$ cat config.mk
export PLATFORM = sky130hd
export DESIGN_NAME = spi_flash_command_sequencer
export DESIGN_NICKNAME = d
export VERILOG_FILES = /design/src/hdl/sfcs_pkg.sv /design/src/hdl/sfcs_front.sv /design/src/hdl/sfcs_queue.sv /design/src/hdl/sfcs_back.sv /design/src/hdl/spi_flash_command_sequencer.sv
export SDC_FILE = /design/constraint.sdc
export NUM_CORES = 1
export LEC_CHECK = 0
export BUFFER_PORTS_ARGS = -buffer_cell sky130_fd_sc_hd__buf_4
export CAP_MARGIN = 40
export CORE_MARGIN = 4
export CORE_UTILIZATION = 35
export DETAILED_ROUTE_END_ITERATION = 10
export HOLD_SLACK_MARGIN = 0.15
export PLACE_DENSITY = 0.5
export SLEW_MARGIN = 40
export SYNTH_ARGS = -nofsm -noshare
export SYNTH_HDL_FRONTEND = slang
export SYNTH_HIERARCHICAL = 1
export SYNTH_SLANG_ARGS = --single-unit
$ cat constraint.sdc
create_clock -name clk_i -period 18.25 [get_ports clk_i]
set_clock_uncertainty 0.2 [all_clocks]
set_input_delay 1.825 -clock clk_i [delete_from_list [all_inputs] [get_ports clk_i]]
set_output_delay 1.825 -clock clk_i [all_outputs]
set_load 0.1 [all_outputs]
$ cat src/hdl/sfcs_pkg.sv
// sfcs_pkg: shared types and constants of the spi flash command sequencer
// command codes, flash opcodes, queued job and output frame types
// no dependencies
package sfcs_pkg;

  localparam logic [2:0] CMD_WRITE  = 3'd0;
  localparam logic [2:0] CMD_READ   = 3'd1;
  localparam logic [2:0] CMD_CHIP   = 3'd2;
  localparam logic [2:0] CMD_BLOCK  = 3'd3;
  localparam logic [2:0] CMD_SECTOR = 3'd4;
  localparam logic [2:0] CMD_REPLY  = 3'd5;

  localparam logic [7:0] OP_STATUS = 8'h05;
  localparam logic [7:0] OP_WREN   = 8'h06;
  localparam logic [7:0] OP_PROG   = 8'h02;
  localparam logic [7:0] OP_READ   = 8'h03;
  localparam logic [7:0] OP_SECTOR = 8'h20;
  localparam logic [7:0] OP_BLOCK  = 8'hD8;
  localparam logic [7:0] OP_CHIP   = 8'hC7;
  localparam logic [7:0] ST_BUSY   = 8'h01;

  localparam int unsigned CountW = 5;
  localparam int unsigned QDepth = 2;

  typedef enum logic [1:0] {
    PH_IDLE,
    PH_POLL,
    PH_COLLECT
  } phase_e;

  typedef enum logic [2:0] {
    JOB_POLL,
    JOB_CHIP,
    JOB_ERASE,
    JOB_WRITE,
    JOB_READ,
    JOB_DONE
  } job_kind_e;

  typedef struct packed {
    job_kind_e     kind;
    logic [7:0]    opcode;
    logic [23:0]   addr;
    logic [127:0]  data;
  } job_t;

  typedef struct packed {
    logic          spi_valid;
    logic [7:0]    spi_byte;
    logic          cs_begin;
    logic          cs_end;
    logic          read_slot;
    logic          host_done;
    logic [127:0]  read_data;
    logic          last;
  } frame_t;

endpackage

$ cat src/hdl/sfcs_front.sv
// sfcs_front: accepts transactions, tracks operation phase and builds jobs
// holds pending address, write burst and collected read bytes
// depends on sfcs_pkg
module sfcs_front #(
  parameter int BURST_BYTES = 16
) (
  input  logic                clk_i,
  input  logic                rst_ni,
  input  logic                accept_i,
  input  logic [2:0]          cmd_i,
  input  logic [23:0]         address_i,
  input  logic [63:0]         data_low_i,
  input  logic [63:0]         data_high_i,
  input  logic [7:0]          reply_byte_i,
  output logic                push_o,
  output sfcs_pkg::job_t      job_o
);

  sfcs_pkg::phase_e                phase_q, phase_d;
  logic                            pend_write_q, pend_write_d;
  logic [23:0]                     addr_q, addr_d;
  logic [127:0]                    wbytes_q, wbytes_d;
  logic [7:0]                      rbytes_q [16];
  logic [sfcs_pkg::CountW-1:0]     rcount_q, rcount_d;
  logic [sfcs_pkg::CountW-1:0]     rcount_inc;
  logic                            rbyte_we;
  logic [127:0]                    packed_rd;

  assign rcount_inc = rcount_q + sfcs_pkg::CountW'(1);

  // read data with the incoming byte merged in, bytes past the burst zeroed
  always_comb begin
    for (int k = 0; k < 16; k++) begin
      if (k >= BURST_BYTES) begin
        packed_rd[8*k +: 8] = 8'h00;
      end else if (rcount_q[3:0] == 4'(k)) begin
        packed_rd[8*k +: 8] = reply_byte_i;
      end else begin
        packed_rd[8*k +: 8] = rbytes_q[k];
      end
    end
  end

  always_comb begin
    phase_d      = phase_q;
    pend_write_d = pend_write_q;
    addr_d       = addr_q;
    wbytes_d     = wbytes_q;
    rcount_d     = rcount_q;
    rbyte_we     = 1'b0;
    push_o       = 1'b0;
    job_o.kind   = sfcs_pkg::JOB_POLL;
    job_o.opcode = sfcs_pkg::OP_STATUS;
    job_o.addr   = addr_q;
    job_o.data   = wbytes_q;
    if (accept_i) begin
      unique case (phase_q)
        sfcs_pkg::PH_POLL: begin
          if (cmd_i == sfcs_pkg::CMD_REPLY) begin
            push_o = 1'b1;
            if ((reply_byte_i & sfcs_pkg::ST_BUSY) != 8'h00) begin
              job_o.kind = sfcs_pkg::JOB_POLL;
            end else if (pend_write_q) begin
              job_o.kind = sfcs_pkg::JOB_WRITE;
              phase_d    = sfcs_pkg::PH_IDLE;
            end else begin
              job_o.kind = sfcs_pkg::JOB_READ;
              rcount_d   = '0;
              phase_d    = sfcs_pkg::PH_COLLECT;
            end
          end
        end
        sfcs_pkg::PH_COLLECT: begin
          if (cmd_i == sfcs_pkg::CMD_REPLY) begin
            rbyte_we = 1'b1;
            if (rcount_inc >= sfcs_pkg::CountW'(BURST_BYTES)) begin
              push_o     = 1'b1;
              job_o.kind = sfcs_pkg::JOB_DONE;
              job_o.data = packed_rd;
              rcount_d   = '0;
              phase_d    = sfcs_pkg::PH_IDLE;
            end else begin
              rcount_d = rcount_inc;
            end
          end
        end
        default: begin
          job_o.addr = address_i;
          unique case (cmd_i) inside
            sfcs_pkg::CMD_WRITE, sfcs_pkg::CMD_READ: begin
              push_o       = 1'b1;
              job_o.kind   = sfcs_pkg::JOB_POLL;
              pend_write_d = (cmd_i == sfcs_pkg::CMD_WRITE);
              addr_d       = address_i;
              phase_d      = sfcs_pkg::PH_POLL;
              if (cmd_i == sfcs_pkg::CMD_WRITE) begin
                wbytes_d = {data_high_i, data_low_i};
              end
            end
            sfcs_pkg::CMD_CHIP: begin
              push_o       = 1'b1;
              job_o.kind   = sfcs_pkg::JOB_CHIP;
              pend_write_d = 1'b0;
              addr_d       = address_i;
            end
            sfcs_pkg::CMD_BLOCK, sfcs_pkg::CMD_SECTOR: begin
              push_o       = 1'b1;
              job_o.kind   = sfcs_pkg::JOB_ERASE;
              job_o.opcode = (cmd_i == sfcs_pkg::CMD_BLOCK) ? sfcs_pkg::OP_BLOCK
                                                             : sfcs_pkg::OP_SECTOR;
              pend_write_d = 1'b0;
              addr_d       = address_i;
            end
            default: begin
            end
          endcase
        end
      endcase
    end
  end

  always_ff @(posedge clk_i or negedge rst_ni) begin
    if (!rst_ni) begin
      phase_q      <= sfcs_pkg::PH_IDLE;
      pend_write_q <= 1'b0;
      addr_q       <= '0;
      rcount_q     <= '0;
    end else begin
      phase_q      <= phase_d;
      pend_write_q <= pend_write_d;
      addr_q       <= addr_d;
      rcount_q     <= rcount_d;
    end
  end

  always_ff @(posedge clk_i) begin
    wbytes_q <= wbytes_d;
    if (rbyte_we) begin
      rbytes_q[rcount_q[3:0]] <= reply_byte_i;
    end
  end

endmodule

$ cat src/hdl/sfcs_queue.sv
// sfcs_queue: two-entry job queue between front and back
// depends on sfcs_pkg
module sfcs_queue (
  input  logic              clk_i,
  input  logic              rst_ni,
  input  logic              push_i,
  input  sfcs_pkg::job_t    push_job_i,
  input  logic              pop_i,
  output logic              full_o,
  output logic              head_valid_o,
  output sfcs_pkg::job_t    head_o
);

  sfcs_pkg::job_t  mem_q [sfcs_pkg::QDepth];
  logic            wr_ptr_q, wr_ptr_d;
  logic            rd_ptr_q, rd_ptr_d;
  logic [1:0]      count_q, count_d;

  assign full_o       = (count_q == 2'(sfcs_pkg::QDepth));
  assign head_valid_o = (count_q != 2'd0);
  assign head_o       = mem_q[rd_ptr_q];

  always_comb begin
    wr_ptr_d = wr_ptr_q;
    rd_ptr_d = rd_ptr_q;
    count_d  = count_q;
    if (push_i) begin
      wr_ptr_d = ~wr_ptr_q;
    end
    if (pop_i) begin
      rd_ptr_d = ~rd_ptr_q;
    end
    if (push_i && !pop_i) begin
      count_d = count_q + 2'd1;
    end else if (!push_i && pop_i) begin
      count_d = count_q - 2'd1;
    end
  end

  always_ff @(posedge clk_i or negedge rst_ni) begin
    if (!rst_ni) begin
      wr_ptr_q <= 1'b0;
      rd_ptr_q <= 1'b0;
      count_q  <= '0;
    end else begin
      wr_ptr_q <= wr_ptr_d;
      rd_ptr_q <= rd_ptr_d;
      count_q  <= count_d;
    end
  end

  always_ff @(posedge clk_i) begin
    if (push_i) begin
      mem_q[wr_ptr_q] <= push_job_i;
    end
  end

endmodule

$ cat src/hdl/sfcs_back.sv
// sfcs_back: expands queued jobs into spi byte frames, one per unstalled cycle
// registered output frame; depends on sfcs_pkg
module sfcs_back #(
  parameter int BURST_BYTES = 16
) (
  input  logic              clk_i,
  input  logic              rst_ni,
  input  logic              head_valid_i,
  input  sfcs_pkg::job_t    head_i,
  output logic              pop_o,
  input  logic              out_stall_i,
  output logic              out_valid_o,
  output sfcs_pkg::frame_t  frame_o
);

  logic [sfcs_pkg::CountW-1:0]  idx_q, idx_d;
  logic [sfcs_pkg::CountW-1:0]  wr_j, rd_j;
  logic                         out_valid_q, out_valid_d;
  sfcs_pkg::frame_t             frame_q, fr;
  logic                         adv;
  logic [7:0]                   data_byte;

  assign adv       = head_valid_i && (!out_valid_q || !out_stall_i);
  assign wr_j      = idx_q - sfcs_pkg::CountW'(5);
  assign rd_j      = idx_q - sfcs_pkg::CountW'(4);
  assign data_byte = head_i.data[{wr_j[3:0], 3'b000} +: 8];

  always_comb begin
    fr           = '0;
    fr.spi_valid = 1'b1;
    unique case (head_i.kind)
      sfcs_pkg::JOB_POLL: begin
        if (idx_q == '0) begin
          fr.spi_byte = sfcs_pkg::OP_STATUS;
          fr.cs_begin = 1'b1;
        end else begin
          fr.cs_end    = 1'b1;
          fr.read_slot = 1'b1;
          fr.last      = 1'b1;
        end
      end
      sfcs_pkg::JOB_CHIP: begin
        fr.cs_begin = 1'b1;
        fr.cs_end   = 1'b1;
        if (idx_q == '0) begin
          fr.spi_byte = sfcs_pkg::OP_WREN;
        end else begin
          fr.spi_byte  = sfcs_pkg::OP_CHIP;
          fr.host_done = 1'b1;
          fr.last      = 1'b1;
        end
      end
      sfcs_pkg::JOB_ERASE: begin
        case (idx_q)
          5'd0: begin
            fr.spi_byte = sfcs_pkg::OP_WREN;
            fr.cs_begin = 1'b1;
            fr.cs_end   = 1'b1;
          end
          5'd1: begin
            fr.spi_byte = head_i.opcode;
            fr.cs_begin = 1'b1;
          end
          5'd2: fr.spi_byte = head_i.addr[23:16];
          5'd3: fr.spi_byte = head_i.addr[15:8];
          default: begin
            fr.cs_end    = 1'b1;
            fr.host_done = 1'b1;
            fr.last      = 1'b1;
          end
        endcase
      end
      sfcs_pkg::JOB_WRITE: begin
        case (idx_q)
          5'd0: begin
            fr.spi_byte = sfcs_pkg::OP_WREN;
            fr.cs_begin = 1'b1;
            fr.cs_end   = 1'b1;
          end
          5'd1: begin
            fr.spi_byte = sfcs_pkg::OP_PROG;
            fr.cs_begin = 1'b1;
          end
          5'd2: fr.spi_byte = head_i.addr[23:16];
          5'd3: fr.spi_byte = head_i.addr[15:8];
          5'd4: fr.spi_byte = head_i.addr[7:0];
          default: begin
            fr.spi_byte = data_byte;
            if (wr_j == sfcs_pkg::CountW'(BURST_BYTES - 1)) begin
              fr.cs_end    = 1'b1;
              fr.host_done = 1'b1;
              fr.last      = 1'b1;
            end
          end
        endcase
      end
      sfcs_pkg::JOB_READ: begin
        case (idx_q)
          5'd0: begin
            fr.spi_byte = sfcs_pkg::OP_READ;
            fr.cs_begin = 1'b1;
          end
          5'd1: fr.spi_byte = head_i.addr[23:16];
          5'd2: fr.spi_byte = head_i.addr[15:8];
          5'd3: fr.spi_byte = head_i.addr[7:0];
          default: begin
            fr.read_slot = 1'b1;
            if (rd_j == sfcs_pkg::CountW'(BURST_BYTES - 1)) begin
              fr.cs_end = 1'b1;
              fr.last   = 1'b1;
            end
          end
        endcase
      end
      default: begin
        fr.spi_valid = 1'b0;
        fr.host_done = 1'b1;
        fr.read_data = head_i.data;
        fr.last      = 1'b1;
      end
    endcase
  end

  always_comb begin
    idx_d       = idx_q;
    out_valid_d = out_valid_q && out_stall_i;
    pop_o       = 1'b0;
    if (adv) begin
      out_valid_d = 1'b1;
      if (fr.last) begin
        pop_o = 1'b1;
        idx_d = '0;
      end else begin
        idx_d = idx_q + sfcs_pkg::CountW'(1);
      end
    end
  end

  always_ff @(posedge clk_i or negedge rst_ni) begin
    if (!rst_ni) begin
      idx_q       <= '0;
      out_valid_q <= 1'b0;
    end else begin
      idx_q       <= idx_d;
      out_valid_q <= out_valid_d;
    end
  end

  always_ff @(posedge clk_i) begin
    if (adv) begin
      frame_q <= fr;
    end
  end

  assign out_valid_o = out_valid_q;
  assign frame_o     = frame_q;

endmodule

$ cat src/hdl/spi_flash_command_sequencer.sv
// spi_flash_command_sequencer: top level of the spi flash command sequencer
// front classifier, two-entry job queue and frame generator
// depends on sfcs_pkg, sfcs_front, sfcs_queue, sfcs_back
//
// input channel: in_valid_i / in_stall_o carry one command or flash reply per
// transaction (cmd, address, write burst, reply byte). output channel:
// out_valid_o / out_stall_i carry one spi byte frame or host-done result per
// transaction; last_of_run_o marks the final result of one input transaction.
// the front takes one input transaction per cycle while the queue is not
// full and updates the operation state at once; every transaction that
// produces results queues one job. the back turns the head job into frames,
// one per cycle while the output is not stalled, into an output register; a
// result passes through a queue entry, then the output register. the frame
// generator sets the sustained rate; in_stall_o rises only when two jobs wait
// in the queue. while out_stall_i is high a valid output frame holds and the
// queue fills behind it. reset clears the phase to idle, the read counter,
// the queue and the output valid; burst data is not reset.
module spi_flash_command_sequencer #(
  parameter int BURST_BYTES = 16
) (
  input  logic          clk_i,
  input  logic          rst_ni,
  input  logic          in_valid_i,
  output logic          in_stall_o,
  input  logic [2:0]    cmd_i,
  input  logic [23:0]   address_i,
  input  logic [63:0]   data_low_i,
  input  logic [63:0]   data_high_i,
  input  logic [7:0]    reply_byte_i,
  output logic          out_valid_o,
  input  logic          out_stall_i,
  output logic          spi_valid_o,
  output logic [7:0]    spi_byte_o,
  output logic          cs_begin_o,
  output logic          cs_end_o,
  output logic          read_slot_o,
  output logic          host_done_o,
  output logic [63:0]   read_low_o,
  output logic [63:0]   read_high_o,
  output logic          last_of_run_o
);

  logic              accept;
  logic              push;
  sfcs_pkg::job_t    push_job;
  logic              q_full;
  logic              head_valid;
  sfcs_pkg::job_t    head;
  logic              pop;
  sfcs_pkg::frame_t  frame;

  assign in_stall_o = q_full;
  assign accept     = in_valid_i && !q_full;

  sfcs_front #(
    .BURST_BYTES (BURST_BYTES)
  ) u_front (
    .clk_i        (clk_i),
    .rst_ni       (rst_ni),
    .accept_i     (accept),
    .cmd_i        (cmd_i),
    .address_i    (address_i),
    .data_low_i   (data_low_i),
    .data_high_i  (data_high_i),
    .reply_byte_i (reply_byte_i),
    .push_o       (push),
    .job_o        (push_job)
  );

  sfcs_queue u_queue (
    .clk_i        (clk_i),
    .rst_ni       (rst_ni),
    .push_i       (push),
    .push_job_i   (push_job),
    .pop_i        (pop),
    .full_o       (q_full),
    .head_valid_o (head_valid),
    .head_o       (head)
  );

  sfcs_back #(
    .BURST_BYTES (BURST_BYTES)
  ) u_back (
    .clk_i        (clk_i),
    .rst_ni       (rst_ni),
    .head_valid_i (head_valid),
    .head_i       (head),
    .pop_o        (pop),
    .out_stall_i  (out_stall_i),
    .out_valid_o  (out_valid_o),
    .frame_o      (frame)
  );

  assign spi_valid_o   = frame.spi_valid;
  assign spi_byte_o    = frame.spi_byte;
  assign cs_begin_o    = frame.cs_begin;
  assign cs_end_o      = frame.cs_end;
  assign read_slot_o   = frame.read_slot;
  assign host_done_o   = frame.host_done;
  assign read_low_o    = frame.read_data[63:0];
  assign read_high_o   = frame.read_data[127:64];
  assign last_of_run_o = frame.last;

  a_done_ends_run: assert property (@(posedge clk_i) disable iff (!rst_ni)
    out_valid_o && host_done_o |-> last_of_run_o)
    else $error("host done without end of run");

  a_read_slot_idle: assert property (@(posedge clk_i) disable iff (!rst_ni)
    out_valid_o && read_slot_o |-> spi_valid_o && spi_byte_o == 8'h00 && !cs_begin_o)
    else $error("read slot carries data or starts a frame");

  a_non_frame_done: assert property (@(posedge clk_i) disable iff (!rst_ni)
    out_valid_o && !spi_valid_o |-> host_done_o && last_of_run_o)
    else $error("non-frame result is not a read completion");

  a_pop_needs_head: assert property (@(posedge clk_i) disable iff (!rst_ni)
    pop |-> head_valid)
    else $error("job popped from empty queue");

endmodule

==> results.ini, run 1 <==
[drt]
via_count = 18320
antenna_left = 0
vias_per_cell = 5.111
drcViolationCount = 0
first_pass_iters = 6
post_drt_wl_per_cell_um = 25.15
routed.top_layer = met4
wl_met3_mm = 5.017
wirelength_mm = 90.18
wl_met2_mm = 44.37
wl_met1_mm = 38.78
drtIter0Drc = 1588

[place]
io_buffers = 310
hpwl_mm = 60.78
place_congestion = 0.8521

[clock_tree]
worstSkewPairLatency_ns = 0.64
clock_path_buffers = 3
cts-resized-gates = 0
hold_buffers = 0
clk_pin_slew_ns = 0.06
cts_max_level = 3
cts_setup_buffers = 0
cts_tree = built
cts_made_buffers = 85
cts_sinks = 766
cts-root-buf = clkbuf_16

[logic_synthesis]
synth_area_um2 = 32630
yosys_warnings = 6
yosysTopAreaCell = edfxtp_1
avgSynthCellArea_um2 = 16.41
async_reset_ff_frac = 0.05483
synth_cells = 1988
synth_cell_type_count = 79
seq_area_frac_synth = 0.6985
ys.flop_type = edfxtp_1
synth.most_common_cell = edfxtp_1
synth_edf_count = 724
yosysTopAreaCellShare = 0.6663
synth_seq_cells = 766
syn_nets = 2167
synth_commonest_cells = edfxtp_1, mux2_2, o21ai_0, and2_1, mux2i_1
synthTopCellsByArea = edfxtp_1, mux2_2, mux2i_1

[sta]
fin_crit_sh = 0.2923
rsz0062_at_grt = no
fmax_ghz = 0.1875
finalMaxSlewViolations = 0
fin_tns_setup_ns = 0
min_period_ns = 5.335
hold_viol = 0
hold_ws_ns = 0.2790
setup_violations = 0
relSlewSlack = 0.4216
tightest_slew_ns = 0.8676

[critical_path]
required_ns = 18.30
cp_common_cell = buf_6
crit_family = simple AND/OR/NAND/NOR gates
r2r-start = u_front/rcount_q[0]
crit_chain = buf_4 > nor2b_4 > and4b_1 > nand2b_1 > a22oi_1 > and2_4 > buf_6 > buf_6
crit_fanout = 69
crit_start = in_valid_i
reg2reg_depth = 8
critPathBufInv = 3
slowest_delay_ns = 0.71
arrival_ns = 5.38
start_kind = primary input
end_kind = flop
reg2reg_to = u_queue/mem_q[1][14]
r2r_slack_ns = 13.43
slowest_stage = and4b_1
critPathKind = primary input to flop

[pwr]
ir_drop_uv = 83.40
power_uw = 5813
power_density_nw_per_um2 = 150.5
p_leak_uw = 0.01386

[layout]
multi_input_area_um2 = 8871
finalNetCount = 2450
drive_gt1_frac = 0.3348
n_fill_cell = 8337
regArea_um2 = 22800
syn2layout_area_growth_pct = 18.38

[min_path]
hold_depth = 1
hp-class = flop to flop
hold_path_end = u_queue/count_q[1]
hold_start = u_queue/count_q[1]

[grt]
overflow = 0
grt_pass1_vias = 19040
antenna_found_initial = 2
globalRouteTotalUtil = 0.1804
grt_pass1_wl_mm = 131.0
grt_max_degree = 98

[floorplan]
die_h_um = 313.3
die_w_um = 313.3
die_area_um2 = 98170
ios = 311
row_count = 111
start_util = 0.3544
core-area_um2 = 92080

[job]
maxCapViolations = 0

[run_status]
run_status = finished, final reports clean

==> cell type report <==
type / instances / area share
diodes: 3 / 0.0001944
clock buffers: 106 / 0.05821
clock inverters: 49 / 0.01121
inverters: 21 / 0.002170
multi-input cells: 1063 / 0.2297
flip-flops and latches: 766 / 0.5902
well taps: 1243 / 0.04026
repair buffers: 334 / 0.06812
==> stage by stage <==
step           utilization  cell area [um2]  instances  setup WS [ns]
6_report            0.4195            38630       3585          12.92
5_1_grt             0.4194            38620       3582          12.73
3_3_place_gp        0.3884            35770       3421          11.91
2_1_floorplan            -            32630       1988          2.655
3_5_place_dp        0.3902            35930       3427          12.08
4_1_cts             0.4193            38610       3582          12.75
==> metal layers <==
metal  up-vias  track usage
met4         0      0.04904
met5         -            0
li1       8264            -
met1      9354       0.2407
met3       120      0.03171
met2       585       0.3050
==> kinds of logic (layout without fill, tap and decap cells) <==
family          Yosys count  after routing  synth area share
flops                   766            766            0.6985
mux                     382            382            0.1377
compound gates          371            371           0.07240
simple gates            287            287           0.05227
buf+inv                 159            510           0.03114
fa+ha+maj                12             12          0.004601
xor+xnor                 10             10          0.003260
other cells               1              4         0.0001149
==> placed cells by master, fill, tap and decap left out, types with 4 or more instances in the layout <==
| cell type | Yosys | final |
|---|---|---|
| and3_1 | 5 | 5 |
| a31oi_1 | 13 | 13 |
| o21ai_0 | 146 | 146 |
| buf_4 | 10 | 318 |
| inv_1 | 21 | 20 |
| a21oi_1 | 26 | 26 |
| dfrtp_1 | 42 | 40 |
| and2_1 | 141 | 140 |
| a22oi_1 | 6 | 6 |
| nor2b_1 | 11 | 9 |
| a222oi_1 | 11 | 11 |
| nand3_1 | 32 | 32 |
| bufinv_16 | 0 | 7 |
| buf_12 | 7 | 4 |
| a41oi_1 | 8 | 8 |
| mux4_2 | 32 | 32 |
| edfxtp_1 | 724 | 724 |
| nor2_1 | 27 | 27 |
| ha_1 | 12 | 11 |
| o22ai_1 | 19 | 19 |
| clkbuf_16 | 0 | 87 |
| o21ai_1 | 51 | 51 |
| mux2i_1 | 138 | 138 |
| mux2_2 | 211 | 211 |
| clkbuf_1 | 56 | 19 |
| nor3_1 | 4 | 4 |
| clkinv_1 | 0 | 20 |
| nand2_1 | 28 | 27 |
| o21ai_2 | 60 | 60 |
| buf_6 | 14 | 8 |
| nor3b_1 | 6 | 6 |
| xor2_1 | 7 | 6 |
| nand2b_1 | 8 | 8 |
| clkinv_2 | 0 | 14 |
| inv_6 | 0 | 4 |
==> flip-flops by register name (all words and copies together), names as in the netlist <==
signal                flops
u_queue/mem_q           326
u_back/frame_o          142
u_front/rbytes_q        128
u_front/wbytes_q        128
u_front/addr_q           24
u_back/idx_q              5
u_front/rcount_q          5
u_front/phase_q           2
u_queue/count_q           2
u_back/out_valid_o        1
u_front/pend_write_q      1
u_queue/rd_ptr_q          1
u_queue/wr_ptr_q          1
==> report_power, final <==
group          switching, uW  internal [uW]  total [uW]
clock                    683            973        1660
combinational           1420            567        1980
sequential              72.0           2100        2170
total                   2170           3640        5810
==> worst max-delay path by stage <==
stage,to,slack [ns],cells after the start
global placement,u_queue/mem_q[1][157],11.91,8
global route,u_queue/mem_q[1][14],12.73,8
detailed placement,u_queue/mem_q[1][14],12.08,8
CTS,u_queue/mem_q[1][14],12.75,8
finish,u_queue/mem_q[1][14],12.92,8
floorplan,u_front/wbytes_q[0],2.65,4
Note: power is estimated with default switching activity, not from simulation.
==> inputs of run 2 (changes only) <==
==> constraint.sdc (replaced) <==
create_clock -name clk_i -period 5.23 [get_ports clk_i]
set_clock_uncertainty 0.2 [all_clocks]
set_input_delay 0.523 -clock clk_i [delete_from_list [all_inputs] [get_ports clk_i]]
set_output_delay 0.523 -clock clk_i [all_outputs]
set_load 0.1 [all_outputs]
==> run 2 against run 1 <==
Effect of this change:
- via count up 4.1%
- count of clock-buffer cells in the layout down 5
- clock power rose to 3.8 times the previous value
- first-iteration DRC count up 2.3%
- core utilization up 2.0 points
- cell area up 4.9%
==> results.ini, run 2 (synthesis gave the netlist of run 1 again) <==
[layout]
mostFrequentLayoutCells = edfxtp_1, buf_4, mux2_2
drive_gt1_frac = 0.3188
regArea_um2 = 22800
design_area_um2 = 40510
n_fill_cell = 8184
diodes = 0
final_common_cell = edfxtp_1
regMostFlops = u_queue/mem_q
syn2layout_area_growth_pct = 24.14
finalNetCount = 2608
multi_input_area_um2 = 8905
largest_reg_flops = 326

[clock_tree]
cts_setup_buffers = 0
hold_buffers = 157
cts_sinks = 766
cts-root-buf = clkbuf_16
cts-resized-gates = 0
worstSkewPairLatency_ns = 0.64
cts_tree = built
clock_path_buffers = 3
cts_max_level = 3
cts_made_buffers = 87
clk_pin_slew_ns = 0.06

[floorplan]
die_area_um2 = 98170
row_count = 111
start_util = 0.3544
die_h_um = 313.3
die_w_um = 313.3
core-area_um2 = 92080
ios = 311

[pwr]
power_density_nw_per_um2 = 517.3
p_leak_uw = 0.01463
ir_drop_uv = 409.9

[sta]
hold_viol = 0
setup_violations = 0
relSlewSlack = 0.4478
fmax_ghz = 0.2553
rsz0062_at_grt = no
finalMaxSlewViolations = 0
fin_crit_sh = 0.7491
fin_tns_setup_ns = 0
tightest_slew_ns = 0.8252
min_period_ns = 3.918

[job]
maxCapViolations = 0

[drt]
drtIter0Drc = 1625
via_count = 19070
vias_per_cell = 5.094
wl_met3_mm = 4.677
routed.top_layer = met4
antenna_left = 0
wl_met2_mm = 46.29
first_pass_iters = 7
wirelength_mm = 93.12
drcViolationCount = 0
wl_met1_mm = 40.09
post_drt_wl_per_cell_um = 24.88

[grt]
globalRouteTotalUtil = 0.1853
grt_max_degree = 130
grt_pass1_wl_mm = 135.0
grt_pass1_vias = 19910
antenna_found_initial = 3
overflow = 0

[critical_path]
start_kind = flop
arrival_ns = 3.97
critPathKind = flop to flop
end_kind = flop
crit_fanout = 81
slowest_delay_ns = 0.57
slowest_stage = ha_1
required_ns = 5.28
crit_chain = ha_1 > and3_1 > xnor2_4 > nand2b_1 > a22oi_1 > and2_4 > buf_12

[min_path]
hp-class = primary input to flop

[place]
placed_area_um2 = 35930
place_congestion = 0.8396
hpwl_mm = 61.14
io_buffers = 310

[run_status]
run_status = finished, final reports clean

==> run 2: changes by cell type in the layout (fill, tap and decap cells not counted), sizes merged <==
| cell | previous run | this run |
|---|---|---|
| dlygate4sd3 | 0 | 157 |
| bufinv | 7 | 14 |
| inv | 25 | 24 |
| clkinv | 35 | 32 |
| clkbuf | 107 | 101 |
| diode | 3 | 0 |
| clkinvlp | 3 | 10 |
==> run 2: cell type report <==
class / count / share of cell area
Sequential cell: 766 / 0.5628
Timing Repair Buffer: 490 / 0.1030
Clock buffer: 101 / 0.05634
Clock inverter: 59 / 0.01742
Tap cell: 1243 / 0.03840
Multi-Input combinational cell: 1063 / 0.2198
Inverter: 21 / 0.002131
==> run 2: routing by layer <==
metal | GRT usage | vias to the layer above
met5 | 0 | -
met4 | 0.05144 | 0
met3 | 0.02696 | 114
met2 | 0.3160 | 622
met1 | 0.2484 | 9740
li1 | - | 8590
==> run 2: critical path: cells and delay by family (launching register included) <==
family	cells	cell delay [ns]
AOI/OAI and AO/OA	1	0.41
xor gates and xnor gates	1	0.18
adders and majority gates	1	0.57
buffers and inverters	1	0.41
DFF	1	0.46
and+or+nand+nor	3	1.16
==> run 2: worst paths after layout <==
kind	startpoint	endpoint	slack (ns)	cells past startpoint
max in group asynchronous	rst_ni	u_queue/rd_ptr_q	4.05	2
setup reg to reg	u_front/rcount_q[0]	u_queue/mem_q[1][157]	1.31	7
setup / recovery	u_front/rcount_q[0]	u_queue/mem_q[1][157]	1.31	7
hold / removal	reply_byte_i[6]	u_front/rbytes_q[10][6]	0.19	1
hold reg to reg	u_front/addr_q[2]	u_front/addr_q[2]	0.30	1
min in group asynchronous	rst_ni	u_front/addr_q[4]	0.28	2
==> run 2: per-stage QoR <==
stage | hold WS, ns | instances | util | power [uW] | setup slack [ns]
global route | 0.1696 | 3743 | 0.4399 | 21700 | 1.126
CTS | 0.1567 | 3742 | 0.4397 | 21210 | 1.127
floorplan | 0.02741 | 1988 | - | 12830 | -0.4918
finish | 0.1868 | 3743 | 0.4399 | 20950 | 1.312
detailed placement | 0.2875 | 3425 | 0.3902 | 14710 | 1.161
global placement | 0.2814 | 3425 | 0.3899 | 14670 | 1.194
==> run 2: power breakdown <==
part           switching, uW  internal, uW  leakage (uW)
Combinational           4940          2040       0.00588
Clock                   2490          3830       0.00143
Sequential               321          7330       0.00733
Total                   7750         13200        0.0146
==> inputs of run 3 (changes only) <==
--- a/config.mk
+++ b/config.mk
@@ -5,6 +5,7 @@
 export SDC_FILE = /design/constraint.sdc
 export NUM_CORES = 1
 export LEC_CHECK = 0
+export ABC_AREA = 1
 export BUFFER_PORTS_ARGS = -buffer_cell sky130_fd_sc_hd__buf_4
 export CAP_MARGIN = 40
 export CORE_MARGIN = 4
==> constraint.sdc (replaced) <==
create_clock -name clk_i -period 3.85 [get_ports clk_i]
set_clock_uncertainty 0.2 [all_clocks]
set_input_delay 0.385 -clock clk_i [delete_from_list [all_inputs] [get_ports clk_i]]
set_output_delay 0.385 -clock clk_i [all_outputs]
set_load 0.1 [all_outputs]
==> run 3 against run 2 <==
Effect of this change:
- first-iteration DRC count increased by 31%
- combinational power increased by 110%
- core utilization decreased by 0.31 points
- count of clock-buffer cells in the layout increased by 19
- sequential power increased by 57%
- final cell count increased by 25%
- die area increased by 2.8%
- largest power group is now combinational logic
==> results.ini, run 3 <==
[layout]
mostFrequentLayoutCells = nand2_1, edfxtp_1, buf_4
regMostFlops = u_queue/mem_q
largest_reg_flops = 326
finalNetCount = 3524
drive_gt1_frac = 0.2056
final_common_cell = nand2_1
design_area_um2 = 41500
syn2layout_area_growth_pct = 23.64

[critical_path]
start_kind = flop
required_ns = 4.02
reg2reg_depth = 11
critPathKind = flop to flop
crit_fanout = 16
arrival_ns = 3.30
end_kind = flop

[logic_synthesis]
synth_xor_area_frac = 0.001826
synth_top_family_by_area = simple AND/OR/NAND/NOR gates
synth_cell_type_count = 41
synthSimpleGateAreaFrac = 0.1872
yosysTopAreaCellShare = 0.6477
synth_compound_area_frac = 0.01935
synth_area_um2 = 33570
yosysTopAreaCell = edfxtp_1
synth_fa_ha_area_frac = 0.004473
synthTopCellsByArea = edfxtp_1, nand2_1, mux2_2
synth_commonest_cells = nand2_1, edfxtp_1, nand3_1, inv_1, nor2_1
synth_edf_count = 724
ys.flop_type = edfxtp_1
synth_cells = 2897
synth_seq_cells = 766
yosys_warnings = 6
synth.most_common_cell = nand2_1
seq_area_frac_synth = 0.6790
async_reset_ff_frac = 0.05483
muxShareOfSynthArea = 0.05468
syn_nets = 3076
avgSynthCellArea_um2 = 11.59

[clock_tree]
hold_buffers = 168
worstSkewPairLatency_ns = 0.64
cts_tree = built
cts-root-buf = clkbuf_16
clock_path_buffers = 3
cts_setup_buffers = 0
cts_max_level = 3
clk_pin_slew_ns = 0.06
cts_made_buffers = 86
cts_sinks = 766
cts-resized-gates = 0

[drt]
drcViolationCount = 0
via_count = 23340
vias_per_cell = 4.987
drtIter0Drc = 2126
wirelength_mm = 103.0
post_drt_wl_per_cell_um = 22.00
first_pass_iters = 5
antenna_left = 0

[pwr]
power_uw = 34340
ir_drop_uv = 640.8
power_density_nw_per_um2 = 827.3
p_leak_uw = 0.01666

[sta]
timing.final.ws_setup_ns = 0.7204
fmax_ghz = 0.3195
finalMaxSlewViolations = 0
relSlewSlack = 0.3952
fin_tns_setup_ns = 0
hold_viol = 0
rsz0062_at_grt = no
tightest_slew_ns = 0.9062
min_period_ns = 3.130
setup_violations = 0
fin_crit_sh = 0.8129

[place]
preCtsSetupSlack_ns = 0.8139
hpwl_mm = 70.85
io_buffers = 310
placed_area_um2 = 37210
place_congestion = 0.8635

[floorplan]
start_util = 0.3533
die_h_um = 317.7
die_w_um = 317.7
ios = 311
core-area_um2 = 95010
die_area_um2 = 100900
row_count = 113

[grt]
antenna_found_initial = 1
overflow = 0
grt_pass1_wl_mm = 151.6
grt_pass1_vias = 23150
grt_max_degree = 124
globalRouteTotalUtil = 0.1980

[job]
maxCapViolations = 0

[run_status]
run_status = finished, final reports clean

[min_path]
hold_depth = 2
hp-class = primary input to flop

==> run 3: changes by cell type in the layout (fill, tap and decap cells not counted), sizes merged, moves of 147 or more <==
| cell | delta |
|---|---|
| nor2 | +168 |
| nand3 | +205 |
| inv | +182 |
| o21ai | -180 |
| nand4 | +147 |
| nand2 | +828 |
==> run 3: power breakdown <==
part / internal, uW / switching [uW] / leakage [uW] / total [uW]
logic: 3340 / 11300 / 0.00818 / 14700
clock network: 4390 / 3230 / 0.00126 / 7620
registers: 11300 / 703 / 0.00723 / 12000
total: 19100 / 15300 / 0.0167 / 34300
==> run 3: kinds of logic (layout without fill, tap and decap cells) <==
kind of cell / after synthesis / in the layout
buffers and inverters: 383 / 900
AOI/OAI and AO/OA: 122 / 122
and+or+nand+nor: 1443 / 1443
DFF: 766 / 766
xor gates and xnor gates: 7 / 7
adders and majority gates: 12 / 12
muxes: 163 / 163
other: 1 / 2
==> run 3: cell type report <==
type	instances	area [um2]
flip-flops and latches	766	22800
diodes	1	2.502
repair buffers	539	4649
clock buffers	120	2311
clock inverters	37	279.0
inverters	204	779.5
fillers	8903	53510
multi-input cells	1748	9099
well taps	1265	1583
==> run 3: metal layers <==
metal  wire length, um  GRT usage  up-vias
met1             45410     0.2753    11480
li1                  -          -    10910
met3              5976    0.03173      143
met2             48540     0.3201      799
met5                 0          0        -
met4              3038    0.06172        0
==> run 3: worst paths after layout <==
| check | startpoint | to | slack [ns] |
|---|---|---|---|
| setup reg to reg | u_back/idx_q[0] | u_back/frame_o[137] | 0.72 |
| hold / removal | data_high_i[13] | u_front/wbytes_q[77] | 0.26 |
| hold reg to reg | u_front/addr_q[1] | u_front/addr_q[1] | 0.28 |
| max in group asynchronous | rst_ni | u_queue/rd_ptr_q | 2.55 |
| setup / recovery | u_back/idx_q[0] | u_back/frame_o[137] | 0.72 |
| min in group asynchronous | rst_ni | u_front/addr_q[19] | 0.63 |
==> run 3: through the flow <==
stage / hold slack [ns] / utilization / instances
2_1_floorplan: -0.1106 / - / 2897
3_3_place_gp: 0.2299 / 0.3913 / 4353
3_5_place_dp: 0.2481 / 0.3916 / 4354
4_1_cts: 0.2122 / 0.4367 / 4679
5_1_grt: 0.2371 / 0.4368 / 4680
6_report: 0.2574 / 0.4368 / 4680
==> run 3: critical path, cell delays in order (launching register included) <==
cell      delay [ns]
dfrtp_2         0.41
clkinv_1        0.12
ha_1            0.32
inv_1           0.67
buf_4           0.26
nand3_1         0.08
nand3_1         0.14
nand3_1         0.23
nand2_1         0.19
nand2_1         0.08
nand2_1         0.07
nand2_1         0.08
